`config.mk`:
```
export PLATFORM = sky130hd
export DESIGN_NAME = multi_channel_frame_timer
export DESIGN_NICKNAME = d
export VERILOG_FILES = /design/src/hw/rtl/mcft_pkg.sv /design/src/hw/rtl/mcft_ram.sv /design/src/hw/rtl/mcft_seq.sv /design/src/hw/rtl/mcft_dp.sv /design/src/hw/rtl/multi_channel_frame_timer.sv
export SDC_FILE = /design/constraint.sdc
export NUM_CORES = 2
export LEC_CHECK = 0
export ABC_AREA = 1
export BUFFER_PORTS_ARGS = -buffer_cell sky130_fd_sc_hd__buf_4
export CELL_PAD_IN_SITES_DETAIL_PLACEMENT = 0
export CELL_PAD_IN_SITES_GLOBAL_PLACEMENT = 2
export CORE_AREA = 2 2 495 497
export DETAILED_ROUTE_END_ITERATION = 6
export DIE_AREA = 0 0 497 499
export MAX_ROUTING_LAYER = met4
export PLACE_DENSITY_LB_ADDON = 0.2
export SLEW_MARGIN = 20
export SYNTH_ARGS = -nofsm -noshare
export SYNTH_HDL_FRONTEND = slang
export SYNTH_HIERARCHICAL = 1
export SYNTH_SLANG_ARGS = --single-unit
```
`constraint.sdc`:
```
create_clock -name clk -period 12 [get_ports clk]
set_clock_uncertainty 0.1 [all_clocks]
set_input_delay 1.2 -clock clk [delete_from_list [all_inputs] [get_ports clk]]
set_output_delay 1.2 -clock clk [all_outputs]
set_load 0.1 [all_outputs]
```
`src/hw/rtl/mcft_pkg.sv`:
```
// ----------------------------------------------------------------------------
// mcft_pkg
// Shared types, codes, constants and the control store of the frame timer.
// ----------------------------------------------------------------------------
package mcft_pkg;

  // Command codes carried by an input word.
  localparam logic [1:0] CMD_ADD  = 2'd0;
  localparam logic [1:0] CMD_TICK = 2'd1;
  localparam logic [1:0] CMD_TRIG = 2'd2;
  localparam logic [1:0] CMD_READ = 2'd3;

  // Status codes carried by a result word.
  localparam logic [1:0] ST_OK      = 2'd0;
  localparam logic [1:0] ST_FULL    = 2'd1;
  localparam logic [1:0] ST_NOALLOC = 2'd2;

  // Field widths.
  localparam int ID_W      = 5;
  localparam int CNT_OUT_W = 6;
  localparam int FRAME_W   = 24;
  localparam int RATE_W    = 16;
  localparam int DELTA_W   = 16;
  localparam int D30_W     = 21;
  localparam int PROD_W    = RATE_W + D30_W;
  localparam int STEP_LSB  = 16;
  localparam int CFG_W     = 1 + RATE_W + FRAME_W;

  // Defaults: 100.0 frames in Q16.8, rate 1.0 in Q8.8, and frames per second.
  localparam logic [FRAME_W-1:0] DEFAULT_LENGTH = 24'd25600;
  localparam logic [RATE_W-1:0]  DEFAULT_RATE   = 16'd256;
  localparam logic [D30_W-1:0]   FRAMES_PER_SEC = 21'd30;

  // Control store addresses.
  localparam int UPC_W = 4;
  localparam logic [UPC_W-1:0] U_IDLE   = 4'd0;
  localparam logic [UPC_W-1:0] U_ADD    = 4'd1;
  localparam logic [UPC_W-1:0] U_TICK   = 4'd2;
  localparam logic [UPC_W-1:0] U_TREAD  = 4'd3;
  localparam logic [UPC_W-1:0] U_TMUL   = 4'd4;
  localparam logic [UPC_W-1:0] U_TUPD   = 4'd5;
  localparam logic [UPC_W-1:0] U_TRIG   = 4'd6;
  localparam logic [UPC_W-1:0] U_RISSUE = 4'd7;
  localparam logic [UPC_W-1:0] U_RCAP   = 4'd8;
  localparam logic [UPC_W-1:0] U_EMIT   = 4'd9;

  // Datapath operations.
  localparam logic [3:0] OP_NONE      = 4'd0;
  localparam logic [3:0] OP_ADD       = 4'd1;
  localparam logic [3:0] OP_TICK_INIT = 4'd2;
  localparam logic [3:0] OP_CH_READ   = 4'd3;
  localparam logic [3:0] OP_MUL       = 4'd4;
  localparam logic [3:0] OP_UPD       = 4'd5;
  localparam logic [3:0] OP_TRIG      = 4'd6;
  localparam logic [3:0] OP_RD_ISSUE  = 4'd7;
  localparam logic [3:0] OP_RD_CAP    = 4'd8;
  localparam logic [3:0] OP_EMIT      = 4'd9;

  // Jump conditions.
  localparam logic [2:0] C_NEXT      = 3'd0;
  localparam logic [2:0] C_ALWAYS    = 3'd1;
  localparam logic [2:0] C_ACCEPT    = 3'd2;
  localparam logic [2:0] C_ITER_DONE = 3'd3;
  localparam logic [2:0] C_OUT_FREE  = 3'd4;

  // One control word: operation, jump condition, hold when false, target.
  typedef struct packed {
    logic [3:0]       op;
    logic [2:0]       cond;
    logic             hold;
    logic [UPC_W-1:0] target;
  } uword_t;

  // Control from the sequencer to the datapath.
  typedef struct packed {
    logic       idle;
    logic [3:0] op;
  } seq_ctrl_t;

  // Status from the datapath to the sequencer.
  typedef struct packed {
    logic iter_done;
    logic out_free;
  } dp_flags_t;

  // The microprogram.
  function automatic uword_t ucode(input logic [UPC_W-1:0] addr);
    uword_t w;
    case (addr)
      U_IDLE:   w = '{op: OP_NONE,      cond: C_ACCEPT,    hold: 1'b1, target: U_IDLE};
      U_ADD:    w = '{op: OP_ADD,       cond: C_ALWAYS,    hold: 1'b0, target: U_EMIT};
      U_TICK:   w = '{op: OP_TICK_INIT, cond: C_NEXT,      hold: 1'b0, target: U_IDLE};
      U_TREAD:  w = '{op: OP_CH_READ,   cond: C_ITER_DONE, hold: 1'b0, target: U_EMIT};
      U_TMUL:   w = '{op: OP_MUL,       cond: C_NEXT,      hold: 1'b0, target: U_IDLE};
      U_TUPD:   w = '{op: OP_UPD,       cond: C_ALWAYS,    hold: 1'b0, target: U_TREAD};
      U_TRIG:   w = '{op: OP_TRIG,      cond: C_ALWAYS,    hold: 1'b0, target: U_EMIT};
      U_RISSUE: w = '{op: OP_RD_ISSUE,  cond: C_NEXT,      hold: 1'b0, target: U_IDLE};
      U_RCAP:   w = '{op: OP_RD_CAP,    cond: C_ALWAYS,    hold: 1'b0, target: U_EMIT};
      U_EMIT:   w = '{op: OP_EMIT,      cond: C_OUT_FREE,  hold: 1'b1, target: U_IDLE};
      default:  w = '{op: OP_NONE,      cond: C_ALWAYS,    hold: 1'b0, target: U_IDLE};
    endcase
    return w;
  endfunction

  // Entry point of each command's routine.
  function automatic logic [UPC_W-1:0] dispatch(input logic [1:0] cmd);
    logic [UPC_W-1:0] a;
    case (cmd)
      CMD_ADD:  a = U_ADD;
      CMD_TICK: a = U_TICK;
      CMD_TRIG: a = U_TRIG;
      CMD_READ: a = U_RISSUE;
      default:  a = U_IDLE;
    endcase
    return a;
  endfunction

endpackage

```
`src/hw/rtl/mcft_ram.sv`:
```
// ----------------------------------------------------------------------------
// mcft_ram
// Generic single-write, single-read RAM with a registered read port.
// ----------------------------------------------------------------------------
module mcft_ram #(
  parameter int WIDTH = 8,
  parameter int DEPTH = 32
) (
  input  logic                                  clk,
  input  logic                                  we,
  input  logic [((DEPTH > 1) ? $clog2(DEPTH) : 1)-1:0] waddr,
  input  logic [WIDTH-1:0]                      wdata,
  input  logic                                  re,
  input  logic [((DEPTH > 1) ? $clog2(DEPTH) : 1)-1:0] raddr,
  output logic [WIDTH-1:0]                      rdata
);

  logic [WIDTH-1:0] mem [DEPTH];

  // Write port and registered read port; read data holds when not enabled.
  always_ff @(posedge clk) begin
    if (we) begin
      mem[waddr] <= wdata;
    end
    if (re) begin
      rdata <= mem[raddr];
    end
  end

endmodule

```
`src/hw/rtl/mcft_seq.sv`:
```
// ----------------------------------------------------------------------------
// mcft_seq
// Microcode sequencer: step counter, control store and next-step selection.
// ----------------------------------------------------------------------------
module mcft_seq (
  input  logic                  clk,
  input  logic                  rst_n,
  input  logic                  accept,
  input  logic [1:0]            in_command,
  input  mcft_pkg::dp_flags_t   flags,
  output mcft_pkg::seq_ctrl_t   ctrl
);
  import mcft_pkg::*;

  logic [UPC_W-1:0] upc_r;
  logic [UPC_W-1:0] upc_nxt;
  logic [UPC_W-1:0] tgt;
  uword_t           uw;
  logic             taken;

  assign uw = ucode(upc_r);

  // Evaluate the jump condition of the current control word.
  always_comb begin
    case (uw.cond)
      C_NEXT:      taken = 1'b0;
      C_ALWAYS:    taken = 1'b1;
      C_ACCEPT:    taken = accept;
      C_ITER_DONE: taken = flags.iter_done;
      C_OUT_FREE:  taken = flags.out_free;
      default:     taken = 1'b0;
    endcase
  end

  // Jump target, fall-through or hold.
  always_comb begin
    tgt = (uw.cond == C_ACCEPT) ? dispatch(in_command) : uw.target;
    if (taken) begin
      upc_nxt = tgt;
    end else if (uw.hold) begin
      upc_nxt = upc_r;
    end else begin
      upc_nxt = upc_r + UPC_W'(1);
    end
  end

  always_ff @(posedge clk) begin
    if (!rst_n) begin
      upc_r <= U_IDLE;
    end else begin
      upc_r <= upc_nxt;
    end
  end

  assign ctrl.idle = (upc_r == U_IDLE);
  assign ctrl.op   = uw.op;

endmodule

```
`src/hw/rtl/mcft_dp.sv`:
```
// ----------------------------------------------------------------------------
// mcft_dp
// Datapath of the frame timer: channel tables, tick arithmetic and result
// register, driven one operation per cycle by the sequencer.
// ----------------------------------------------------------------------------
module mcft_dp #(
  parameter int CHANNELS = 32
) (
  input  logic                          clk,
  input  logic                          rst_n,
  input  mcft_pkg::seq_ctrl_t           ctrl,
  input  logic                          accept,
  input  logic                          in_loop_mode,
  input  logic [mcft_pkg::FRAME_W-1:0]  in_length_frames,
  input  logic [mcft_pkg::RATE_W-1:0]   in_rate,
  input  logic [mcft_pkg::DELTA_W-1:0]  in_delta_time,
  input  logic [mcft_pkg::ID_W-1:0]     in_channel,
  input  logic                          out_stall,
  output mcft_pkg::dp_flags_t           flags,
  output logic                          out_valid,
  output logic [1:0]                    out_status,
  output logic [mcft_pkg::ID_W-1:0]     out_channel_id,
  output logic [mcft_pkg::CNT_OUT_W-1:0] out_active_count,
  output logic [mcft_pkg::FRAME_W-1:0]  out_frame,
  output logic                          out_running,
  output logic                          out_looping
);
  import mcft_pkg::*;

  localparam int AW = (CHANNELS > 1) ? $clog2(CHANNELS) : 1;
  localparam int CW = $clog2(CHANNELS + 1);
  localparam int XW = (CW > ID_W) ? CW : ID_W;
  localparam int RW = (CW > CNT_OUT_W) ? CW : CNT_OUT_W;

  // Control state.
  logic [CW-1:0]       alloc_r, alloc_nxt;
  logic [CW-1:0]       run_r, run_nxt;
  logic [CW-1:0]       iter_r, iter_nxt;
  logic [CHANNELS-1:0] playing_r, playing_nxt;
  logic                out_valid_r, out_valid_nxt;

  // Latched input word and working registers.
  logic               loop_r;
  logic [FRAME_W-1:0] len_r;
  logic [RATE_W-1:0]  rate_r;
  logic [DELTA_W-1:0] delta_r;
  logic [ID_W-1:0]    chan_r;
  logic [D30_W-1:0]   d30_r;
  logic [PROD_W-1:0]  prod_r;

  // Result being built, and the output register.
  logic [1:0]         res_status_r, res_status_nxt;
  logic [ID_W-1:0]    res_id_r, res_id_nxt;
  logic [FRAME_W-1:0] res_frame_r, res_frame_nxt;
  logic               res_run_r, res_run_nxt;
  logic               res_loop_r, res_loop_nxt;
  logic [1:0]         out_status_r;
  logic [ID_W-1:0]    out_id_r;
  logic [CNT_OUT_W-1:0] out_count_r;
  logic [FRAME_W-1:0] out_frame_r;
  logic               out_run_r;
  logic               out_loop_r;

  // Table ports.
  logic               cfg_we, pos_we, rd_en;
  logic [AW-1:0]      pos_waddr, rd_addr;
  logic [FRAME_W-1:0] pos_wdata;
  logic [CFG_W-1:0]   cfg_wdata, cfg_rdata;
  logic [FRAME_W-1:0] pos_rdata;

  // Index and compare helpers.
  logic [XW-1:0]      alloc_x, chan_x;
  logic [AW-1:0]      alloc_idx, chan_idx, iter_idx;
  logic               full, chan_ok, out_free;
  logic [RW-1:0]      run_x;
  logic [FRAME_W-1:0] len_q;
  logic [RATE_W-1:0]  rate_q;
  logic               loop_q;
  logic [FRAME_W:0]   sum;

  assign alloc_x   = XW'(alloc_r);
  assign chan_x    = XW'(chan_r);
  assign alloc_idx = alloc_x[AW-1:0];
  assign chan_idx  = chan_x[AW-1:0];
  assign iter_idx  = iter_r[AW-1:0];
  assign full      = (alloc_r == CW'(CHANNELS));
  assign chan_ok   = (chan_x < alloc_x);
  assign run_x     = RW'(run_r);
  assign out_free  = !out_valid_r || !out_stall;

  assign len_q  = cfg_rdata[FRAME_W-1:0];
  assign rate_q = cfg_rdata[FRAME_W +: RATE_W];
  assign loop_q = cfg_rdata[CFG_W-1];
  assign sum    = {1'b0, pos_rdata} + (FRAME_W + 1)'(prod_r[PROD_W-1:STEP_LSB]);

  assign flags.iter_done = (iter_r == alloc_r);
  assign flags.out_free  = out_free;

  // Channel set-up word: loop flag, rate and length with defaults applied.
  assign cfg_wdata = {loop_r,
                      (rate_r == '0) ? DEFAULT_RATE : rate_r,
                      (len_r == '0) ? DEFAULT_LENGTH : len_r};

  // The tick loop reads at the iterator, a read command at its channel.
  assign rd_en   = (ctrl.op == OP_CH_READ) || (ctrl.op == OP_RD_ISSUE);
  assign rd_addr = (ctrl.op == OP_CH_READ) ? iter_idx : chan_idx;

  mcft_ram #(.WIDTH(CFG_W), .DEPTH(CHANNELS)) u_cfg_ram (
    .clk   (clk),
    .we    (cfg_we),
    .waddr (alloc_idx),
    .wdata (cfg_wdata),
    .re    (rd_en),
    .raddr (rd_addr),
    .rdata (cfg_rdata)
  );

  mcft_ram #(.WIDTH(FRAME_W), .DEPTH(CHANNELS)) u_pos_ram (
    .clk   (clk),
    .we    (pos_we),
    .waddr (pos_waddr),
    .wdata (pos_wdata),
    .re    (rd_en),
    .raddr (rd_addr),
    .rdata (pos_rdata)
  );

  // Operation decode: table writes, flag and count updates, result fields.
  always_comb begin
    alloc_nxt      = alloc_r;
    run_nxt        = run_r;
    iter_nxt       = iter_r;
    playing_nxt    = playing_r;
    res_status_nxt = res_status_r;
    res_id_nxt     = res_id_r;
    res_frame_nxt  = res_frame_r;
    res_run_nxt    = res_run_r;
    res_loop_nxt   = res_loop_r;
    cfg_we         = 1'b0;
    pos_we         = 1'b0;
    pos_waddr      = iter_idx;
    pos_wdata      = '0;

    if (accept) begin
      res_status_nxt = ST_OK;
      res_id_nxt     = '0;
      res_frame_nxt  = '0;
      res_run_nxt    = 1'b0;
      res_loop_nxt   = 1'b0;
    end

    case (ctrl.op)
      OP_ADD: begin
        if (full) begin
          res_status_nxt = ST_FULL;
        end else begin
          cfg_we                 = 1'b1;
          pos_we                 = 1'b1;
          pos_waddr              = alloc_idx;
          playing_nxt[alloc_idx] = loop_r;
          run_nxt                = run_r + CW'(loop_r);
          alloc_nxt              = alloc_r + CW'(1);
          res_id_nxt             = alloc_x[ID_W-1:0];
        end
      end
      OP_TICK_INIT: begin
        iter_nxt = '0;
      end
      OP_UPD: begin
        // Advance a running channel; wrap or stop once it reaches its length.
        if (playing_r[iter_idx]) begin
          pos_we = 1'b1;
          if (sum >= {1'b0, len_q}) begin
            if (!loop_q) begin
              pos_wdata             = len_q;
              playing_nxt[iter_idx] = 1'b0;
              run_nxt               = run_r - CW'(1);
            end
          end else begin
            pos_wdata = sum[FRAME_W-1:0];
          end
        end
        iter_nxt = iter_r + CW'(1);
      end
      OP_TRIG: begin
        res_id_nxt = chan_r;
        if (!chan_ok) begin
          res_status_nxt = ST_NOALLOC;
        end else begin
          pos_we    = 1'b1;
          pos_waddr = chan_idx;
          if (!playing_r[chan_idx]) begin
            run_nxt = run_r + CW'(1);
          end
          playing_nxt[chan_idx] = 1'b1;
        end
      end
      OP_RD_CAP: begin
        res_id_nxt = chan_r;
        if (!chan_ok) begin
          res_status_nxt = ST_NOALLOC;
        end else begin
          res_frame_nxt = pos_rdata;
          res_run_nxt   = playing_r[chan_idx];
          res_loop_nxt  = loop_q;
        end
      end
      default: begin
      end
    endcase
  end

  // The output register is loaded when the result step finds it free.
  always_comb begin
    if ((ctrl.op == OP_EMIT) && out_free) begin
      out_valid_nxt = 1'b1;
    end else if (!out_stall) begin
      out_valid_nxt = 1'b0;
    end else begin
      out_valid_nxt = out_valid_r;
    end
  end

  // Control state.
  always_ff @(posedge clk) begin
    if (!rst_n) begin
      alloc_r     <= '0;
      run_r       <= '0;
      iter_r      <= '0;
      playing_r   <= '0;
      out_valid_r <= 1'b0;
    end else begin
      alloc_r     <= alloc_nxt;
      run_r       <= run_nxt;
      iter_r      <= iter_nxt;
      playing_r   <= playing_nxt;
      out_valid_r <= out_valid_nxt;
    end
  end

  // Payload registers.
  always_ff @(posedge clk) begin
    if (accept) begin
      loop_r  <= in_loop_mode;
      len_r   <= in_length_frames;
      rate_r  <= in_rate;
      delta_r <= in_delta_time;
      chan_r  <= in_channel;
    end
    if (ctrl.op == OP_TICK_INIT) begin
      d30_r <= D30_W'(delta_r) * FRAMES_PER_SEC;
    end
    if (ctrl.op == OP_MUL) begin
      prod_r <= PROD_W'(rate_q) * PROD_W'(d30_r);
    end
    res_status_r <= res_status_nxt;
    res_id_r     <= res_id_nxt;
    res_frame_r  <= res_frame_nxt;
    res_run_r    <= res_run_nxt;
    res_loop_r   <= res_loop_nxt;
    if ((ctrl.op == OP_EMIT) && out_free) begin
      out_status_r <= res_status_r;
      out_id_r     <= res_id_r;
      out_count_r  <= run_x[CNT_OUT_W-1:0];
      out_frame_r  <= res_frame_r;
      out_run_r    <= res_run_r;
      out_loop_r   <= res_loop_r;
    end
  end

  assign out_valid        = out_valid_r;
  assign out_status       = out_status_r;
  assign out_channel_id   = out_id_r;
  assign out_active_count = out_count_r;
  assign out_frame        = out_frame_r;
  assign out_running      = out_run_r;
  assign out_looping      = out_loop_r;

endmodule

```
`src/hw/rtl/multi_channel_frame_timer.sv`:
```
// ----------------------------------------------------------------------------
// multi_channel_frame_timer
// A bank of frame timers run by a microcoded sequencer.
// ----------------------------------------------------------------------------
// Usage: one command word enters on the in_ channel (add, tick, trigger,
// read) and exactly one result word leaves on the out_ channel, carrying the
// status, the channel id, the running count and, for a read, frame and flags.
// The block takes a word only while its sequencer is idle, so one command is
// worked at a time; it may take the next word while the previous result
// still waits in the output register.
// A tick passes each allocated channel through one table read, one multiply
// and one update step of the shared datapath.
// Reset clears the allocation count, the running flags and the output
// valid flag; the channel tables need no clearing, as the data of
// unallocated entries is never used. If the receiver stalls, the result
// holds in the output register and the sequencer waits in its result step
// until the register is free.
// ----------------------------------------------------------------------------
module multi_channel_frame_timer #(
  parameter int CHANNELS = 32
) (
  input  logic                           clk,
  input  logic                           rst_n,
  input  logic                           in_valid,
  output logic                           in_stall,
  input  logic [1:0]                     in_command,
  input  logic                           in_loop_mode,
  input  logic [mcft_pkg::FRAME_W-1:0]   in_length_frames,
  input  logic [mcft_pkg::RATE_W-1:0]    in_rate,
  input  logic [mcft_pkg::DELTA_W-1:0]   in_delta_time,
  input  logic [mcft_pkg::ID_W-1:0]      in_channel,
  output logic                           out_valid,
  input  logic                           out_stall,
  output logic [1:0]                     out_status,
  output logic [mcft_pkg::ID_W-1:0]      out_channel_id,
  output logic [mcft_pkg::CNT_OUT_W-1:0] out_active_count,
  output logic [mcft_pkg::FRAME_W-1:0]   out_frame,
  output logic                           out_running,
  output logic                           out_looping
);
  import mcft_pkg::*;

  seq_ctrl_t ctrl;
  dp_flags_t flags;
  logic      accept;

  // A word is taken only while the sequencer waits for a command.
  assign in_stall = !ctrl.idle;
  assign accept   = in_valid && ctrl.idle;

  mcft_seq u_seq (
    .clk        (clk),
    .rst_n      (rst_n),
    .accept     (accept),
    .in_command (in_command),
    .flags      (flags),
    .ctrl       (ctrl)
  );

  mcft_dp #(.CHANNELS(CHANNELS)) u_dp (
    .clk              (clk),
    .rst_n            (rst_n),
    .ctrl             (ctrl),
    .accept           (accept),
    .in_loop_mode     (in_loop_mode),
    .in_length_frames (in_length_frames),
    .in_rate          (in_rate),
    .in_delta_time    (in_delta_time),
    .in_channel       (in_channel),
    .out_stall        (out_stall),
    .flags            (flags),
    .out_valid        (out_valid),
    .out_status       (out_status),
    .out_channel_id   (out_channel_id),
    .out_active_count (out_active_count),
    .out_frame        (out_frame),
    .out_running      (out_running),
    .out_looping      (out_looping)
  );

endmodule

```
==> impl_metrics.json <==
{
  "run_status": "finished clean",
  "max_freq_mhz": 155,
  "nNetsFinal": 11100,
  "start_util_pct": 46.9,
  "seq_area_frac_synth_pct": 62.1,
  "synthArstFlopShare_pct": 0,
  "setup_violations": 0,
  "grt_pass1_vias": 73800,
  "maxSlewViolCount": 0,
  "hold_path_class": "flip-flop to flip-flop",
  "timing.rr.start": "u_dp/u_cfg_ram/rdata[31]",
  "yosysWarningCount": 6,
  "die_area_um2": 248000,
  "max_stage_delay_ns": 0.81,
  "cts-resized-gates": 0,
  "fp.dieH_um": 499,
  "wirelength_mm": 333,
  "numCtsBuffers": 278,
  "cts_tree": "yes",
  "relSlewSlack_pct": 19.3,
  "track_usage_pct": 27.3,
  "post-route-drc-count": 0,
  "drt_iter0_markers": 7080,
  "die_w_um": 497,
  "synth_ff_type": "edfxtp_1",
  "r2r-end": "u_dp/prod_r[34]",
  "arrival_ns": 6.98,
  "rows": 181,
  "layout_min_cycle_time_ns": 6.45,
  "critPathBufInv": 6,
  "drv_cap": 0,
  "drive_gt1_share_pct": 9.76,
  "hold_violations": 0,
  "synth_edf_count": 2287,
  "place.gp.congestion": 0.861,
  "core_area_um2": 243000,
  "syn-num-nets": 11100,
  "firstDrtPassIters": 6,
  "critPathLaunchType": "flip-flop",
  "layout_commonest_cell": "nand2_1",
  "crit_path_cell_trace": "nand2_1 -> fa_1 -> inv_1 -> fa_1 -> inv_1 -> fa_1 -> inv_1 -> fa_1 -> fa_1 -> inv_1 -> fa_1 -> inv_1 -> ha_1 -> a21oi_1 -> inv_1 -> a21oi_1 -> a21boi_0 -> o21ai_2 -> nand2_1 -> nand2_1 -> nand3_1 -> nand2_1 -> nand2_1 -> nand2_1",
  "crit_type": "flip-flop to flip-flop",
  "syn_to_final_growth_pct": 9.97,
  "grt_max_degree": 202,
  "final_cell_mix": "nand2_1 (3600), edfxtp_1 (2287), nand3_1 (1680)",
  "min_delay_path_depth": 0,
  "clk_pin_slew_worst_paths_ns": 0.06,
  "grt_pass1_wl_mm": 489,
  "worstHoldStart": "u_dp/res_frame_r[15]",
  "portBuffers": 108,
  "globalRouteOverflowTotal": 0,
  "fin_crit_sh_pct": 53.8,
  "cts.sinks": 2386,
  "clock_latency_ns": 0.94,
  "postCtsSetupBuffers": 0,
  "fin_setup_tns_ns": 0,
  "ant_nets": 0,
  "crit_path_end_kind": "flip-flop",
  "critical-path-slowest-cell": "edfxtp_1",
  "htreeDepth": 5,
  "r2r_slack_ns": 5.55,
  "synthCells": 10500,
  "postSynthAreaPerCell_um2": 10.8,
  "cp_max_fo": 20,
  "worstHoldEndpoint": "u_dp/out_frame[15]",
  "clockBufferDepth": 4,
  "via_per_inst": 5.53,
  "place_hpwl_mm": 184,
  "reg2regPathDepth": 24,
  "root_buffer": "clkbuf_16",
  "ys_seq_elements": 2386,
  "antenna_found_initial": 12,
  "wl_per_cell_um": 23.9,
  "tightest_slew_ns": 1.21,
  "crit_family": "adder cells",
  "syn_area_um2": 114000,
  "io-pin-count": 109,
  "cts_hold_buf": 0,
  "synth_cell_type_count": 63,
  "crit_required_ns": 12.53,
  "rsz0062_at_grt": "false",
  "vias": 76800
}
## final cells by class
class | instances | area [um2]
Multi-Input combinational cell | 6861 | 36900
Timing Repair Buffer | 300 | 2630
Antenna cell | 5 | 12.5
Sequential cell | 2386 | 70700
Fill cell | 21400 | 117000
Tap cell | 3202 | 4010
Clock inverter | 104 | 841
Clock buffer | 361 | 7360
Inverter | 681 | 2630
## sequential cells by signal, indices dropped and copies added, names as in the netlist, 20 cells and up, named ones only
register and flops:
u_dp/u_cfg_ram/mem 1312, u_dp/u_pos_ram/mem 768, u_dp/u_cfg_ram/rdata 41, u_dp/len_r 24, u_dp/out_frame 24, u_dp/res_frame_r 24
u_dp/u_pos_ram/rdata 24, u_dp/prod_r 21, u_dp/d30_r 20
## cell families after synthesis
kind of cell / after synthesis / synth area share [%]
fa+ha+maj: 478 / 7.11
buf+inv: 1302 / 5.89
simple gates: 5948 / 22.5
xor+xnor: 61 / 0.470
compound gates: 374 / 1.89
flops: 2386 / 62.1
## worst max-delay path by stage
stage,start,endpoint,slack (ns),cells after the start
4_1_cts,u_dp/u_cfg_ram/rdata[31],u_dp/prod_r[34],5.51,24
5_1_grt,u_dp/u_cfg_ram/rdata[31],u_dp/prod_r[34],5.04,24
3_3_place_gp,u_dp/u_cfg_ram/rdata[31],u_dp/prod_r[22],5.46,23
2_1_floorplan,u_seq/uw[11],u_dp/u_cfg_ram/rdata[10],6.04,16
3_5_place_dp,u_dp/u_cfg_ram/rdata[31],u_dp/prod_r[22],5.57,23
6_report,u_dp/u_cfg_ram/rdata[31],u_dp/prod_r[34],5.55,24
## metrics by stage
step | worst slack (ns) | hold WS (ns) | utilization, % | std cells | cell area, um2
2_1_floorplan | 6.04 | 0.309 | - | 10500 | 114000
3_3_place_gp | 5.46 | 0.318 | 48.0 | 13400 | 116000
3_5_place_dp | 5.57 | 0.318 | 48.1 | 13400 | 117000
4_1_cts | 5.51 | 0.277 | 51.4 | 13900 | 125000
5_1_grt | 5.04 | 0.307 | 51.6 | 13900 | 125000
6_report | 5.55 | 0.336 | 51.6 | 13900 | 125000
## Yosys cell counts (3+ instances only)
cell type | instances | area (um2)
xnor2_1 | 17 | 149
buf_1 | 16 | 60.1
o211ai_1 | 3 | 22.5
o21ai_0 | 79 | 395
buf_4 | 48 | 360
inv_2 | 18 | 67.6
buf_12 | 22 | 440
nand2_2 | 200 | 1250
nor2_4 | 4 | 45.0
o21bai_1 | 6 | 45.0
nand3_2 | 52 | 521
inv_1 | 659 | 2470
buf_6 | 122 | 1370
o22ai_1 | 18 | 113
nand2_1 | 3602 | 13500
nor2_1 | 282 | 1060
clkbuf_1 | 162 | 608
a21oi_1 | 174 | 871
nand4_1 | 48 | 300
nand3_1 | 1680 | 8410
edfxtp_1 | 2287 | 68700
ha_1 | 198 | 2480
a21o_1 | 11 | 82.6
a221o_1 | 3 | 30.0
a22oi_1 | 19 | 143
nor2b_1 | 6 | 37.5
o21a_1 | 5 | 37.5
a31oi_1 | 16 | 100
xor2_1 | 44 | 385
fa_1 | 280 | 5610
buf_2 | 248 | 1240
or2_2 | 5 | 31.3
a211oi_1 | 22 | 165
nor3_1 | 39 | 195
dfxtp_1 | 99 | 1980
nor2_2 | 5 | 31.3
o21ai_2 | 3 | 26.3
nor4_1 | 14 | 87.6
a21boi_0 | 3 | 22.5
## metal layers
layer / vias up / GRT usage, % / part of all wire [%]
met3: 521 / 3.35 / 5.9
met1: 38300 / 36.4 / 43
met4: 0 / 8.14 / 2.9
met5: - / - / 0
met2: 2510 / 44.1 / 48
li1: 35500 / - / -
Power is left out: the tool's default activity adds up to more than one toggle a clock period on the data nets, which glitch-free logic cannot reach.
